File: src/design/sphm_pkg.sv
`timescale 1ns / 1ps

package sphm_pkg;

  localparam int LEVEL_WIDTH_DEF = 16;
  localparam int AGE_WIDTH_DEF   = 16;

  localparam int FUNC_W     = 2;
  localparam int CFG_IDX_W  = 3;
  localparam int CFG_DATA_W = 16;

  localparam logic [FUNC_W-1:0] FUNC_LEVELS = 2'd0;
  localparam logic [FUNC_W-1:0] FUNC_TICK   = 2'd1;
  localparam logic [FUNC_W-1:0] FUNC_CLEAR  = 2'd2;

  localparam logic [CFG_IDX_W-1:0] CFG_MIN_LEVEL     = 3'd0;
  localparam logic [CFG_IDX_W-1:0] CFG_MAX_LEVEL     = 3'd1;
  localparam logic [CFG_IDX_W-1:0] CFG_DECAY_STEP    = 3'd2;
  localparam logic [CFG_IDX_W-1:0] CFG_TICK_PERIOD   = 3'd3;
  localparam logic [CFG_IDX_W-1:0] CFG_HOLD_TIME     = 3'd4;
  localparam logic [CFG_IDX_W-1:0] CFG_REPAINT_DELTA = 3'd5;

  localparam logic signed [15:0] MIN_LEVEL_RST     = -16'sd15360;
  localparam logic signed [15:0] MAX_LEVEL_RST     = 16'sd1536;
  localparam logic [11:0]        DECAY_STEP_RST    = 12'd128;
  localparam logic [9:0]         TICK_PERIOD_RST   = 10'd33;
  localparam logic [15:0]        HOLD_TIME_RST     = 16'd1500;
  localparam logic [11:0]        REPAINT_DELTA_RST = 12'd26;

  // -120 dB in Q8.8
  localparam logic signed [15:0] HOLD_FLOOR = -16'sd30720;

  typedef struct packed {
    logic [15:0] min_level;
    logic [15:0] max_level;
    logic [11:0] decay_step;
    logic [9:0]  tick_period;
    logic [15:0] hold_time;
    logic [11:0] repaint_delta;
  } cfg_t;

  // Levels are kept wide enough for both the input width and the 16-bit registers.
  function automatic int state_width(input int lw);
    return (lw > 16) ? lw : 16;
  endfunction

endpackage

File: src/design/sphm_chan.sv
`timescale 1ns / 1ps

module sphm_chan
  import sphm_pkg::*;
#(
  parameter int LEVEL_WIDTH = LEVEL_WIDTH_DEF,
  parameter int AGE_WIDTH   = AGE_WIDTH_DEF,
  parameter int SW          = state_width(LEVEL_WIDTH)
) (
  input  logic                          clk,
  input  logic                          rst,
  input  logic                          en,
  input  logic [FUNC_W-1:0]             func,
  input  logic signed [LEVEL_WIDTH-1:0] in_peak,
  input  logic signed [LEVEL_WIDTH-1:0] in_rms,
  input  cfg_t                          cfg,
  output logic signed [SW-1:0]          peak_next,
  output logic signed [SW-1:0]          rms_next,
  output logic signed [SW-1:0]          hold_next
);

  localparam int XW  = SW + 1;
  localparam int AW1 = ((AGE_WIDTH > 10) ? AGE_WIDTH : 10) + 1;
  localparam int CW  = (AGE_WIDTH > 16) ? AGE_WIDTH : 16;

  typedef logic signed [XW-1:0] ext_t;

  logic signed [SW-1:0]  peak, rms, hold;
  logic [AGE_WIDTH-1:0]  age, age_next, age_sat;
  logic [AW1-1:0]        age_sum;
  logic                  expired;

  ext_t lo, hi, dstep;
  ext_t peak_x, rms_x, hold_x, in_pk_x, in_rms_x;
  ext_t pk_c, rms_min, rms_c, pk_d, hold_d, hold_t, rms_t;
  ext_t peak_n, rms_n, hold_n;

  function automatic ext_t clamp(input ext_t x, input ext_t l, input ext_t h);
    ext_t y;
    y = (x < l) ? l : x;
    return (y > h) ? h : y;
  endfunction

  always_comb begin
    lo       = XW'($signed(cfg.min_level));
    hi       = XW'($signed(cfg.max_level));
    dstep    = XW'(cfg.decay_step);
    peak_x   = XW'(peak);
    rms_x    = XW'(rms);
    hold_x   = XW'(hold);
    in_pk_x  = XW'(in_peak);
    in_rms_x = XW'(in_rms);

    // levels item
    pk_c    = clamp(in_pk_x, lo, hi);
    rms_min = (in_rms_x < pk_c) ? in_rms_x : pk_c;
    rms_c   = clamp(rms_min, lo, hi);

    // tick item
    pk_d    = clamp(peak_x - dstep, lo, hi);
    age_sum = AW1'(age) + AW1'(cfg.tick_period);
    age_sat = (|age_sum[AW1-1:AGE_WIDTH]) ? '1 : age_sum[AGE_WIDTH-1:0];
    expired = CW'(age_sat) > CW'(cfg.hold_time);
    hold_d  = expired ? clamp(hold_x - dstep, lo, hi) : hold_x;
    hold_t  = (hold_d < pk_d) ? pk_d : hold_d;
    rms_t   = (rms_x > pk_d) ? pk_d : rms_x;

    peak_n   = peak_x;
    rms_n    = rms_x;
    hold_n   = hold_x;
    age_next = age;
    case (func)
      FUNC_LEVELS: begin
        peak_n = pk_c;
        rms_n  = rms_c;
        if (pk_c >= hold_x) begin
          hold_n   = pk_c;
          age_next = '0;
        end
      end
      FUNC_TICK: begin
        peak_n   = pk_d;
        rms_n    = rms_t;
        hold_n   = hold_t;
        age_next = age_sat;
      end
      FUNC_CLEAR: begin
        hold_n   = XW'(HOLD_FLOOR);
        age_next = '0;
      end
      default: begin
      end
    endcase

    peak_next = peak_n[SW-1:0];
    rms_next  = rms_n[SW-1:0];
    hold_next = hold_n[SW-1:0];
  end

  always_ff @(posedge clk) begin
    if (rst) begin
      peak <= SW'(MIN_LEVEL_RST);
      rms  <= SW'(MIN_LEVEL_RST);
      hold <= SW'(HOLD_FLOOR);
      age  <= '0;
    end else if (en) begin
      peak <= peak_next;
      rms  <= rms_next;
      hold <= hold_next;
      age  <= age_next;
    end
  end

`ifndef SYNTHESIS
  a_tick_order: assert property (@(posedge clk) disable iff (rst)
    (en && func == FUNC_TICK) |=> (hold >= peak) && (rms <= peak))
    else $error("tick left hold below peak or rms above peak");

  a_clear_hold: assert property (@(posedge clk) disable iff (rst)
    (en && func == FUNC_CLEAR) |=> (hold == SW'(HOLD_FLOOR)) && (age == '0))
    else $error("clear did not reset hold and age");
`endif

endmodule

File: src/design/sphm_shown.sv
`timescale 1ns / 1ps

module sphm_shown
  import sphm_pkg::*;
#(
  parameter int SW = state_width(LEVEL_WIDTH_DEF)
) (
  input  logic                 clk,
  input  logic                 rst,
  input  logic                 en,
  input  logic [FUNC_W-1:0]    func,
  input  logic [11:0]          delta,
  // peak, rms, hold of left, then of right
  input  logic [5:0][SW-1:0]   levels,
  output logic                 repaint
);

  localparam int XW = SW + 1;

  logic [5:0][SW-1:0]        shown;
  logic signed [5:0][XW-1:0] diff;
  logic [5:0][XW-1:0]        mag;
  logic [5:0]                moved;
  logic                      sync;

  assign sync = (func == FUNC_LEVELS) || (func == FUNC_TICK);

  always_comb begin
    for (int i = 0; i < 6; i++) begin
      diff[i]  = XW'($signed(shown[i])) - XW'($signed(levels[i]));
      mag[i]   = diff[i][XW-1] ? XW'(-$signed(diff[i])) : diff[i];
      moved[i] = mag[i] >= XW'(delta);
    end
    if (sync) begin
      repaint = |moved;
    end else begin
      repaint = (func == FUNC_CLEAR);
    end
  end

  always_ff @(posedge clk) begin
    if (rst) begin
      for (int i = 0; i < 6; i++) begin
        shown[i] <= ((i % 3) == 2) ? SW'(HOLD_FLOOR) : SW'(MIN_LEVEL_RST);
      end
    end else if (en && sync) begin
      for (int i = 0; i < 6; i++) begin
        if (moved[i]) begin
          shown[i] <= levels[i];
        end
      end
    end
  end

`ifndef SYNTHESIS
  a_shown_zero_delta: assert property (@(posedge clk) disable iff (rst)
    (en && sync && delta == '0) |=> (shown == $past(levels)))
    else $error("zero threshold did not refresh every shown level");
`endif

endmodule

File: src/design/stereo_peak_hold_meter.sv
// Path: an input transaction passes the input register, then the result register,
//   before its result transaction; a stalled output holds the result there until taken.
// Throughput: one item per cycle while the output is not stalled, bounded by the meter state update.
// Reset: rst is synchronous, active high; it empties both registers, loads the
//   register defaults and returns levels, holds, ages and shown copies to reset values.
`timescale 1ns / 1ps

module stereo_peak_hold_meter
  import sphm_pkg::*;
#(
  parameter int LEVEL_WIDTH = LEVEL_WIDTH_DEF,
  parameter int AGE_WIDTH   = AGE_WIDTH_DEF,
  localparam int IN_W  = ((4 * LEVEL_WIDTH + 7) / 8) * 8,
  localparam int OUT_W = ((6 * LEVEL_WIDTH + 7) / 8) * 8
) (
  input  logic                  clk,
  input  logic                  rst,
  input  logic                  s_tvalid,
  output logic                  s_tready,
  // in_peak_left, in_peak_right, in_rms_left, in_rms_right
  input  logic [IN_W-1:0]       s_tdata,
  // func
  input  logic [FUNC_W-1:0]     s_tuser,
  output logic                  m_tvalid,
  input  logic                  m_tready,
  // out_peak_left, out_rms_left, out_hold_left, out_peak_right, out_rms_right,
  // out_hold_right
  output logic [OUT_W-1:0]      m_tdata,
  // repaint
  output logic                  m_tuser,
  input  logic                  cfg_valid,
  output logic                  cfg_ready,
  input  logic [CFG_IDX_W-1:0]  cfg_index,
  input  logic [CFG_DATA_W-1:0] cfg_data
);

  localparam int LW = LEVEL_WIDTH;
  localparam int SW = state_width(LEVEL_WIDTH);

  cfg_t cfg, cfg_next;

  logic                 in_valid;
  logic [FUNC_W-1:0]    in_func;
  logic [4*LW-1:0]      in_data;
  logic                 fire;

  logic signed [SW-1:0] peak_l, rms_l, hold_l, peak_r, rms_r, hold_r;
  logic [5:0][SW-1:0]   levels;
  logic                 repaint;

  logic [6*LW-1:0]      res_data;
  logic                 res_repaint;

  assign fire      = in_valid && (!m_tvalid || m_tready);
  assign s_tready  = !in_valid || fire;
  assign cfg_ready = 1'b1;

  always_comb begin
    cfg_next = cfg;
    if (cfg_valid) begin
      case (cfg_index)
        CFG_MIN_LEVEL:     cfg_next.min_level     = cfg_data;
        CFG_MAX_LEVEL:     cfg_next.max_level     = cfg_data;
        CFG_DECAY_STEP:    cfg_next.decay_step    = cfg_data[11:0];
        CFG_TICK_PERIOD:   cfg_next.tick_period   = cfg_data[9:0];
        CFG_HOLD_TIME:     cfg_next.hold_time     = cfg_data;
        CFG_REPAINT_DELTA: cfg_next.repaint_delta = cfg_data[11:0];
        default: begin
        end
      endcase
    end
  end

  always_ff @(posedge clk) begin
    if (rst) begin
      cfg.min_level     <= MIN_LEVEL_RST;
      cfg.max_level     <= MAX_LEVEL_RST;
      cfg.decay_step    <= DECAY_STEP_RST;
      cfg.tick_period   <= TICK_PERIOD_RST;
      cfg.hold_time     <= HOLD_TIME_RST;
      cfg.repaint_delta <= REPAINT_DELTA_RST;
    end else begin
      cfg <= cfg_next;
    end
  end

  // input register: take a new transaction when empty or whenever the held one moves on
  always_ff @(posedge clk) begin
    if (rst) begin
      in_valid <= 1'b0;
    end else if (s_tready) begin
      in_valid <= s_tvalid;
    end
  end

  always_ff @(posedge clk) begin
    if (s_tvalid && s_tready) begin
      in_func <= s_tuser;
      in_data <= s_tdata[4*LW-1:0];
    end
  end

  sphm_chan #(
    .LEVEL_WIDTH (LEVEL_WIDTH),
    .AGE_WIDTH   (AGE_WIDTH),
    .SW          (SW)
  ) u_chan_l (
    .clk       (clk),
    .rst       (rst),
    .en        (fire),
    .func      (in_func),
    .in_peak   ($signed(in_data[0*LW +: LW])),
    .in_rms    ($signed(in_data[2*LW +: LW])),
    .cfg       (cfg),
    .peak_next (peak_l),
    .rms_next  (rms_l),
    .hold_next (hold_l)
  );

  sphm_chan #(
    .LEVEL_WIDTH (LEVEL_WIDTH),
    .AGE_WIDTH   (AGE_WIDTH),
    .SW          (SW)
  ) u_chan_r (
    .clk       (clk),
    .rst       (rst),
    .en        (fire),
    .func      (in_func),
    .in_peak   ($signed(in_data[1*LW +: LW])),
    .in_rms    ($signed(in_data[3*LW +: LW])),
    .cfg       (cfg),
    .peak_next (peak_r),
    .rms_next  (rms_r),
    .hold_next (hold_r)
  );

  assign levels = {hold_r, rms_r, peak_r, hold_l, rms_l, peak_l};

  sphm_shown #(
    .SW (SW)
  ) u_shown (
    .clk     (clk),
    .rst     (rst),
    .en      (fire),
    .func    (in_func),
    .delta   (cfg.repaint_delta),
    .levels  (levels),
    .repaint (repaint)
  );

  // result register: hold until the downstream side takes it
  always_ff @(posedge clk) begin
    if (rst) begin
      m_tvalid <= 1'b0;
    end else if (fire) begin
      m_tvalid <= 1'b1;
    end else if (m_tready) begin
      m_tvalid <= 1'b0;
    end
  end

  always_ff @(posedge clk) begin
    if (fire) begin
      res_data    <= {hold_r[LW-1:0], rms_r[LW-1:0], peak_r[LW-1:0],
                      hold_l[LW-1:0], rms_l[LW-1:0], peak_l[LW-1:0]};
      res_repaint <= repaint;
    end
  end

  assign m_tdata = OUT_W'(res_data);
  assign m_tuser = res_repaint;

`ifndef SYNTHESIS
  a_accept_loads: assert property (@(posedge clk) disable iff (rst)
    (s_tvalid && s_tready) |=> in_valid)
    else $error("accepted transaction not held in input register");

  a_fire_result: assert property (@(posedge clk) disable iff (rst)
    fire |=> m_tvalid)
    else $error("processed item produced no result");

  a_clear_repaint: assert property (@(posedge clk) disable iff (rst)
    (fire && in_func == FUNC_CLEAR) |=> m_tuser)
    else $error("clear item without repaint");
`endif

endmodule

File: config.mk
export PLATFORM = sky130hd
export DESIGN_NAME = stereo_peak_hold_meter
export DESIGN_NICKNAME = d
export VERILOG_FILES = /design/src/design/sphm_pkg.sv /design/src/design/sphm_chan.sv /design/src/design/sphm_shown.sv /design/src/design/stereo_peak_hold_meter.sv
export SDC_FILE = /design/constraint.sdc
export NUM_CORES = 2
export LEC_CHECK = 0
export BUFFER_PORTS_ARGS = -buffer_cell sky130_fd_sc_hd__buf_2
export CORE_MARGIN = 4
export CORE_UTILIZATION = 45
export CTS_CLUSTER_SIZE = 16
export DETAILED_ROUTE_END_ITERATION = 8
export MAX_ROUTING_LAYER = met4
export PLACE_DENSITY = 0.67
export SLEW_MARGIN = 30
export SYNTH_ARGS = -nofsm -noshare
export SYNTH_HDL_FRONTEND = slang
export SYNTH_SLANG_ARGS = --single-unit
File: constraint.sdc
create_clock -name clk -period 47.2 [get_ports clk]
set_input_delay 4.72 -clock clk [delete_from_list [all_inputs] [get_ports clk]]
set_output_delay 4.72 -clock clk [all_outputs]
set_load 0.05 [all_outputs]
==> results.md <==
- Initial antenna violation count: 15
- Routability cong.: 1.06
- GRT overflow: 0
- Setup Slack @ Placement: between 20 and 30 ns
- CP Data Arrival Time: 19.49 ns
- M1 wire length: 78.9 mm
- Post-synth cell types: 103
- Via count: 44400
- Most frequent CP cell: ha_1
- Starting Density: 0.456
- Commonest non-fill, non-tap cell in the layout: ha_1
- Global-route wire length before repair: approximately 290 mm
- Wire length on met2: a little under 90 mm
- Post-CTS setup buffer count: 0
- Total GRT Usage: 0.391
- Min Hold Slack: 0.454 ns
- Share of the synthesized area in the top cell type: 0.186
- Fin Clk Skew: 0.0131 ns
- CTS Sinks: 471
- DR pass1 iterations: 6
- Top Layer Used: met4
- Required time of the critical path: 47.60 ns
- Syn Nets: slightly above 6000
- RR Startpoint: cfg[67]$_SDFFE_PP0P_
- Critical Path Start Type: flip-flop
- Final nets: around 6300
- DRT iter0 DRCs: about 4900
- Die ar.: 104000 µm²
- Synthesized area: 44400 µm²
- CP max stage cell: a31oi_1
- Crit end category: flip-flop
- Post-synth EDFFs: 163
- DP Cell Count: 6782
- Total CTS buffers: 56
- Slew HR: 0.332
- TNS Setup: 0 ns
- Status: completed
- Ys flop type: dfxtp_1
- Seq cells post-synth: ~470
- Post-Route WL: 203 mm
- CTS tree: yes
- Fin crit period: 19.09 ns
- Yosys warnings: 0
- CTS H-tree depth: 2
- Largest net degree at the start of global routing: 81
- Commonest cells after routing, fill and taps aside: ha_1, nand2_1, a21oi_1
- Reg-to-Reg End: m_tuser$_DFFE_PP_
- Critical Path End: m_tuser$_DFFE_PP_
- Total power: 3.19 mW
- Final Hold Fails: 0
- Syn Inst Count: 5381
- Proportion of layout cells with a drive suffix above 1: 0.122
- DRC viols: 0
- Worst Setup SP: cfg[67]$_SDFFE_PP0P_
- Final period utilization: 0.404
- Bufs on Longest Clock Path: 3
- Worst-margin pin slew: 0.995 ns
- Synth async-reset ratio: 0
- RSZ-0062 raised after global routing: no
- Die Ht: 322 µm
- Post-layout instance area: 49300 µm²
- Vias in the first global route: approximately 42000
- Reg2reg path depth: 66
- Reg2Reg Setup Slack: 28.11 ns
- Port bufs: 188
- Max incr delay on CP: 0.72 ns
- Static Leak: 21.1 nW
- Worst-Skew Late Latency: 0.69 ns
- Final core utilization: 0.507
- Maximum clock rate: 52.4 MHz
- Largest cells by area after synthesis: ha_1, dfxtp_1, edfxtp_1, a21oi_1, nand2_1
- PnR worst setup slack: 28.11 ns
- Clk root buf: clkbuf_16
- Sequential fraction of the synthesis area: 0.249
- DR WL/cell: 29.4 µm
- DIE WIDTH: 322 µm
- Post-synthesis cell type with the largest combined area: ha_1
- Finished Layout Cells: 6899
- Peak supply drop: around 0.046 mV
- Antenna Nets Post-Route: 0
- Critical path class: reg2reg
- Area after DPL: between 40000 and 50000 µm²
- Max Cap Viol: 0
- # setup viols final: 0
- Synth-to-layout area growth: 11.2%
- Critical-path maximum fanout: 40
- Row cnt: roughly 110
- Core footprint: 97300 µm²
- Pins Over Slew Limit: 0
- Hold buffers post-CTS: 0
- Power Density: about 65 nW/µm²
- Hold Crit Class: reg2reg
- Met3 Wirelength: approximately 17 mm
- PostCTS Resize Cnt: 0
- Clock transition at the registers of the reported paths: 0.06 ns
- Post-synthesis average cell area: 8.25 µm²
- Hpwl dp: 156 mm
- IO Count: 190
- Via density: 6.44
routing by layer:
metal,GRT usage,vias up
met2,0.594,2343
met3,0.0677,724
met5,-,-
met1,0.468,21000
li1,-,20400
met4,0.284,0
cells in the mapped netlist, drive strengths merged (13+ instances only):
library cell and number:
o21a 103, o22ai 37, a211oi 74, o2111ai 24, buf 37, nor2 363, a211o 22, o21bai 21
a31oi 68, and4 13, nor3 89, o311ai 14, a2111oi 18, mux2i 92, edfxtp 163, dfxtp 308
a22oi 15, or4 17, a221oi 26, nor2b 72, o21ai 380, and3 51, a21boi 13, o211ai 72
nand2b 45, xnor2 117, or3 42, or2 33, and2 55, nand3 122, mux2 151, a21oi 447
a21o 108, nor4 36, a22o 30, nand4 64, inv 372, nand2 538, clkbuf 162, ha 658
o221ai 14, o31ai 32, xor2 52
worst max-delay path: cells and delay by family, from the launching register on:
kind            cells  cell delay [ns]
mux                 2             1.02
flops               1             0.32
xor+xnor            1             0.15
buf+inv             7             2.03
fa+ha+maj           7             2.49
simple gates       13             3.09
compound gates     36             9.67
flip-flops by register name, indices dropped and copies added (netlist names), 2 cells and up:
name / count
u_chan_r.peak: 16
u_chan_r.rms: 16
u_shown.shown: 96
u_chan_l.peak: 16
u_chan_l.hold: 16
in_data: 64
in_func: 2
cfg: 82
u_chan_r.hold: 16
u_chan_r.age: 16
u_chan_l.rms: 16
u_chan_l.age: 16
m_tdata: 96
logic make-up (layout without fill, tap and decap cells):
family	Yosys count	count (layout)	synth area share
AO/OA/AOI/OAI	1669	1669	0.247
XOR/XNOR	169	169	0.0334
adder cells (fa/ha/maj)	670	670	0.191
buffers and inverters	573	805	0.0497
flip-flops	471	471	0.249
multiplexers	243	243	0.0591
other	1	11	0.0000845
AND/OR/NAND/NOR	1585	1585	0.171
cell type report:
type	instances	area [µm²]
antenna	10	25.0
clock buffer	67	1500
clock inverter	39	498
fill	9413	47900
inverter	374	1410
multi-input combinational	4337	31300
sequential	471	11100
tap	1276	1600
timing repair buffer	325	1970
how the worst min path moves through the flow:
stage | start | end | cells after the start
3_3_place_gp | cfg[46]$_SDFFE_PP0P_ | cfg[46]$_SDFFE_PP0P_ | 2
4_1_cts | cfg[23]$_SDFFE_PP0P_ | cfg[23]$_SDFFE_PP0P_ | 2
2_1_floorplan | u_chan_l.age[0]$_SDFFE_PP0P_ | u_chan_l.age[0]$_SDFFE_PP0P_ | 2
3_5_place_dp | cfg[23]$_SDFFE_PP0P_ | cfg[23]$_SDFFE_PP0P_ | 2
5_1_grt | cfg[42]$_SDFFE_PP0P_ | cfg[42]$_SDFFE_PP0P_ | 2
6_report | cfg[23]$_SDFFE_PP0P_ | cfg[23]$_SDFFE_PP0P_ | 2
report_power, final:
part	total, mW	internal [mW]	switching [mW]
registers	0.489	0.462	0.0269
logic	2.22	0.860	1.36
clock network	0.481	0.279	0.202
Power figures use the tool's default switching activity.
